--- src/rtl/core/sff_ram.sv ---
// Generic single-clock RAM with one write port and one registered read port.
// No dependencies.
module sff_ram #(
  parameter int WIDTH = 8,
  parameter int DEPTH = 16
) (
  input  logic                                      clk,
  input  logic                                      we,
  input  logic [((DEPTH > 1) ? $clog2(DEPTH) : 1)-1:0] waddr,
  input  logic [WIDTH-1:0]                          wdata,
  input  logic                                      re,
  input  logic [((DEPTH > 1) ? $clog2(DEPTH) : 1)-1:0] raddr,
  output logic [WIDTH-1:0]                          rdata
);

  logic [WIDTH-1:0] mem [DEPTH];

  always_ff @(posedge clk) begin
    if (we) begin
      mem[waddr] <= wdata;
    end
    if (re) begin
      rdata <= mem[raddr];
    end
  end

endmodule

--- config.mk ---
export PLATFORM = sky130hd
export DESIGN_NAME = sff_ram
export DESIGN_NICKNAME = d
export VERILOG_FILES = /design/src/rtl/core/sff_ram.sv
export SDC_FILE = /design/constraint.sdc
export NUM_CORES = 1
export LEC_CHECK = 0
export BUFFER_PORTS_ARGS = -buffer_cell sky130_fd_sc_hd__buf_2
export CAP_MARGIN = 20
export CORE_MARGIN = 8
export CORE_UTILIZATION = 65
export CTS_BUF_LIST = sky130_fd_sc_hd__clkbuf_2
export CTS_CLUSTER_SIZE = 10
export DETAILED_ROUTE_END_ITERATION = 8
export PLACE_DENSITY = 0.84
export SKIP_CTS_REPAIR_TIMING = 1
export SLEW_MARGIN = 10
export SYNTH_ARGS = -nofsm -noshare
export SYNTH_HDL_FRONTEND = slang
export SYNTH_SLANG_ARGS = --single-unit
--- constraint.sdc ---
create_clock -name clk -period 4.8 [get_ports clk]
set_clock_uncertainty 0.1 [all_clocks]
set_input_delay 0.48 -clock clk [delete_from_list [all_inputs] [get_ports clk]]
set_output_delay 0.48 -clock clk [all_outputs]
set_load 0.005 [all_outputs]
==> Word-level counts from Yosys, hierarchy flattened <==
Memory sizes are Yosys's and may differ from the RTL's. A register that Yosys moved wholly into a read port is not among the register bits.
Cells that the tools add are included.
{ "totals": {"output_inout_bits": 8, "inputBits": 19, "register_bits": 0, "wordCells": 3, "ram_bits": 128, "mem_count": 1} }
{ "op_classes": {"n_mux": 2} }
{ "mem_list": {"columns": ["name", "words", "width", "rd", "rd_clocked_by_memory_dff", "write_ports", "line", "source"], "rows": [
  ["mem", 16, 8, 1, 1, 1, "16", "logic [WIDTH-1:0] mem [DEPTH];"]
]} }
{ "ops": {"columns": ["cell", "n"], "rows": [
  ["1-bit two-way mux", 2]
]} }

==> Logic depth before layout (Yosys ltp) <==
{ "depth": {"ltp_word": 2, "mapped_depth": 5, "mapped_depth_nobuf": 3} }

==> Worst setup path after synthesis <==
No wires, ideal clock.
{ "synth_timing": {"path_type": "input port to flip-flop", "startpoint": "input waddr[2] in the netlist's numbering", "endpoint": "memory mem[0][0], enable pin", "t_arrival_ns": 1.590, "path_buffers": 0, "path_stages": 2, "setup_slack_ns": 2.727, "setup_time_ns": 0.383, "t_required_ns": 4.317, "cell_sequence": "or3b_2 -> nor3_1"} }
{ "synth_lines": {"columns": ["element", "line", "source"], "rows": [
  ["start: declaration", "9", "input logic [((DEPTH > 1) ? $clog2(DEPTH) : 1)-1:0] waddr,"],
  ["end: declaration", "16", null]
]} }
Straight into the memory's write port.

==> run metrics <==
outcome=finished, final reports clean; vias=between 2000 and 3000; die height=~110 um; start-to-end type of the worst setup path=input port to flop; Floorplan Core Area=a little under 0.008 mm^2; share of the synthesized area in the top cell type=0.781; root buffer cell=clkbuf_2; drt initial violations=286; Max Cap Violations=0; Filler Cell Count=roughly 450; input/output buffers=26; sequence of cells on the critical path=buf_2 > mux4_1 > a22oi_1 > nand2_1; Cell Area, Placed=roughly 0.0054 mm^2; maximum number of pins on one net before global-route repair=33; via count normalized by instance count=6.60; final estimated routing congestion in global placement=approximately 0.73; starting density of the core=0.673; Nets=285; Max Root-Sink Buffers=2; Final Hold Fails=0; netlist area before placement=around 0.0052 mm^2; clk sink count=around 140; via count of the first global-routing pass=around 2500; global-route usage over all layers=0.180; FMAX=518 MHz; slowest library cell on the worst path=buf_2; leading cell types by total area after synthesis=edfxtp_1 (78%), mux4_2 (7.8%), mux4_1 (7.0%); yosys warns=0; power per standard cell area=between 300 and 400 mW/mm^2; hold crit path type=input port to flop; largest incremental delay on the critical path=a little under 0.8 ns; setup-violating endpoint count in the final report=0; number of antenna violations at the first check in global routing=1; number of storage elements in the synthesis netlist=about 140; Detailed Route WL=9.67 mm; worst path required time=5.14 ns; number of buffers added by the clock tree synthesis step=17; share of the clock period used by the worst path=0.402; ratio of cells with drive above 1 in the final layout=0.287; Ports=27; share of the yosys chip area belonging to registers=0.781; overall overflow remaining after global route=0; setup_tns=0 ns; num rows=32; mean instance size in the synthesized netlist=about 23 um^2; ANT nets after route=0; HPWL Detailed=about 5.8 mm; area of all placed cells without fillers=~0.0057 mm^2; Routed WL per cell=about 25 um; number of design rule violations left after detail routing=0; setup slack at placement=2.11 ns; startpoint types=input port; number of slew-limit violations in the final report=0; Clk pin slew, worst setup/hold paths=approximately 0.20 ns; CTS tree=yes; Layout Area Growth over Synthesis=9.67%; global-route wire length before repair=14.4 mm; maximum net fanout on the critical path=32; time the final worst path needs with I/O delays and setup=between 1.5 and 2 ns; worst supply voltage drop on vdd=slightly above 0.2 mV; number of standard cells after synthesis=about 230; Critical Path AT=approximately 2.3 ns; RSZ-0062 raised after global routing=no; count of unique library cells instantiated by Yosys=18; Clock H-tree levels=4; 1st-pass router iterations=5; sum of internal, switching and leakage power=2.27 mW; net count after synthesis=~250; endpoint kind of the worst setup timing path=flop; Die Width=between 100 and 150 um; dominant cell type by area after synthesis=edfxtp_1; static leakage=between 1.5 and 2 nW; area of the die=around 0.011 mm^2; worst-margin pin slew=roughly 1.1 ns; insertion delay of the later-clocked pin in the worst-skew pair=0.67 ns; Worst slew margin=0.257; minimum setup slack in the final design=2.87 ns
## final cells by class
cell class,instances,area (um^2),area share
multi-input combinational,83,1070,0.186
clock buffer,17,85.1,0.0148
clock inverter,15,224,0.0391
timing repair buffer,28,143,0.0249
sequential,136,4080,0.712
tap,102,128,0.0223
antenna,1,2.50,0.000436
## placed cells by master (no fill, tap or decap), drive strengths merged
cell and count:
buf 28, inv 3, nor2 13, clkinvlp 1, clkbuf 17, nor3 4
diode 1, edfxtp 136, mux4 32, and2 1, nand2b 2, nand3 1
clkinv 6, nand3b 2, a22oi 16, bufinv 5, nand2 9, nor2b 1
or3b 1, and2b 1
## cell usage after synthesis
library cell     instances
and2_1                   1
nor2b_1                  1
and2b_1                  1
nand3b_1                 2
buf_4                    1
or3b_2                   1
edfxtp_1               136
nand2_1                  9
buf_6                    3
clkdlybuf4s25_2          3
mux4_1                  14
mux4_2                  18
nand2b_1                 2
nor2_1                  13
a22oi_1                 16
nand3_1                  1
buf_2                    3
nor3_1                   4
## worst paths after layout
kind / start / to / slack, ns / depth (start not counted)
worst max-delay path: raddr[0] / rdata[3] / 2.87 / 4
worst min-delay path: wdata[0] / mem[9][0] / 0.06 / 1
worst max register to register: mem[9][4] / rdata[4] / 3.19 / 3
worst min register to register: mem[11][1] / rdata[1] / 0.67 / 3
## layer usage
metal / global-route usage / vias to the layer above / wire [um]
li1: - / 1056 / -
met1: 0.240 / 1249 / 3730
met2: 0.262 / 196 / 4610
met3: 0.0591 / 19 / 1080
met4: 0.0894 / 0 / 261
met5: 0 / - / 0
## registers in the layout, indices dropped and copies added, names as in the netlist
signal / cells
rdata: 8
mem: 128
## logic make-up (layout without fill, tap and decap cells)
kind of cell    count (synthesis)  in the layout  share of synthesized area
simple gates                   35             35                     0.0314
other cells                     0              1                          0
buf+inv                        10             60                     0.0165
flops                         136            136                      0.781
compound gates                 16             16                     0.0230
mux                            32             32                      0.148
## metrics by stage
| step | instances | utilization | hold WS (ns) |
|---|---|---|---|
| detailed placement | 348 | 0.697 | 0.646 |
| CTS | 380 | 0.737 | 0.0222 |
| floorplan | 229 | - | 0.479 |
| global placement | 348 | 0.697 | 0.628 |
| global route | 382 | 0.738 | 0.00226 |
| finish | 382 | 0.738 | 0.0638 |
## report_power, final
group,switching [mW],internal (mW)
combinational,0.0678,0.0463
sequential,0.00715,1.34
clock,0.409,0.398
total,0.484,1.78
## critical path, delay by kind of cell
kind            cells  cell delay [ns]
mux                 1             0.65
simple gates        1             0.08
compound gates      1             0.28
buf+inv             1             0.77
No activity file was read; power rests on OpenSTA's default activity.
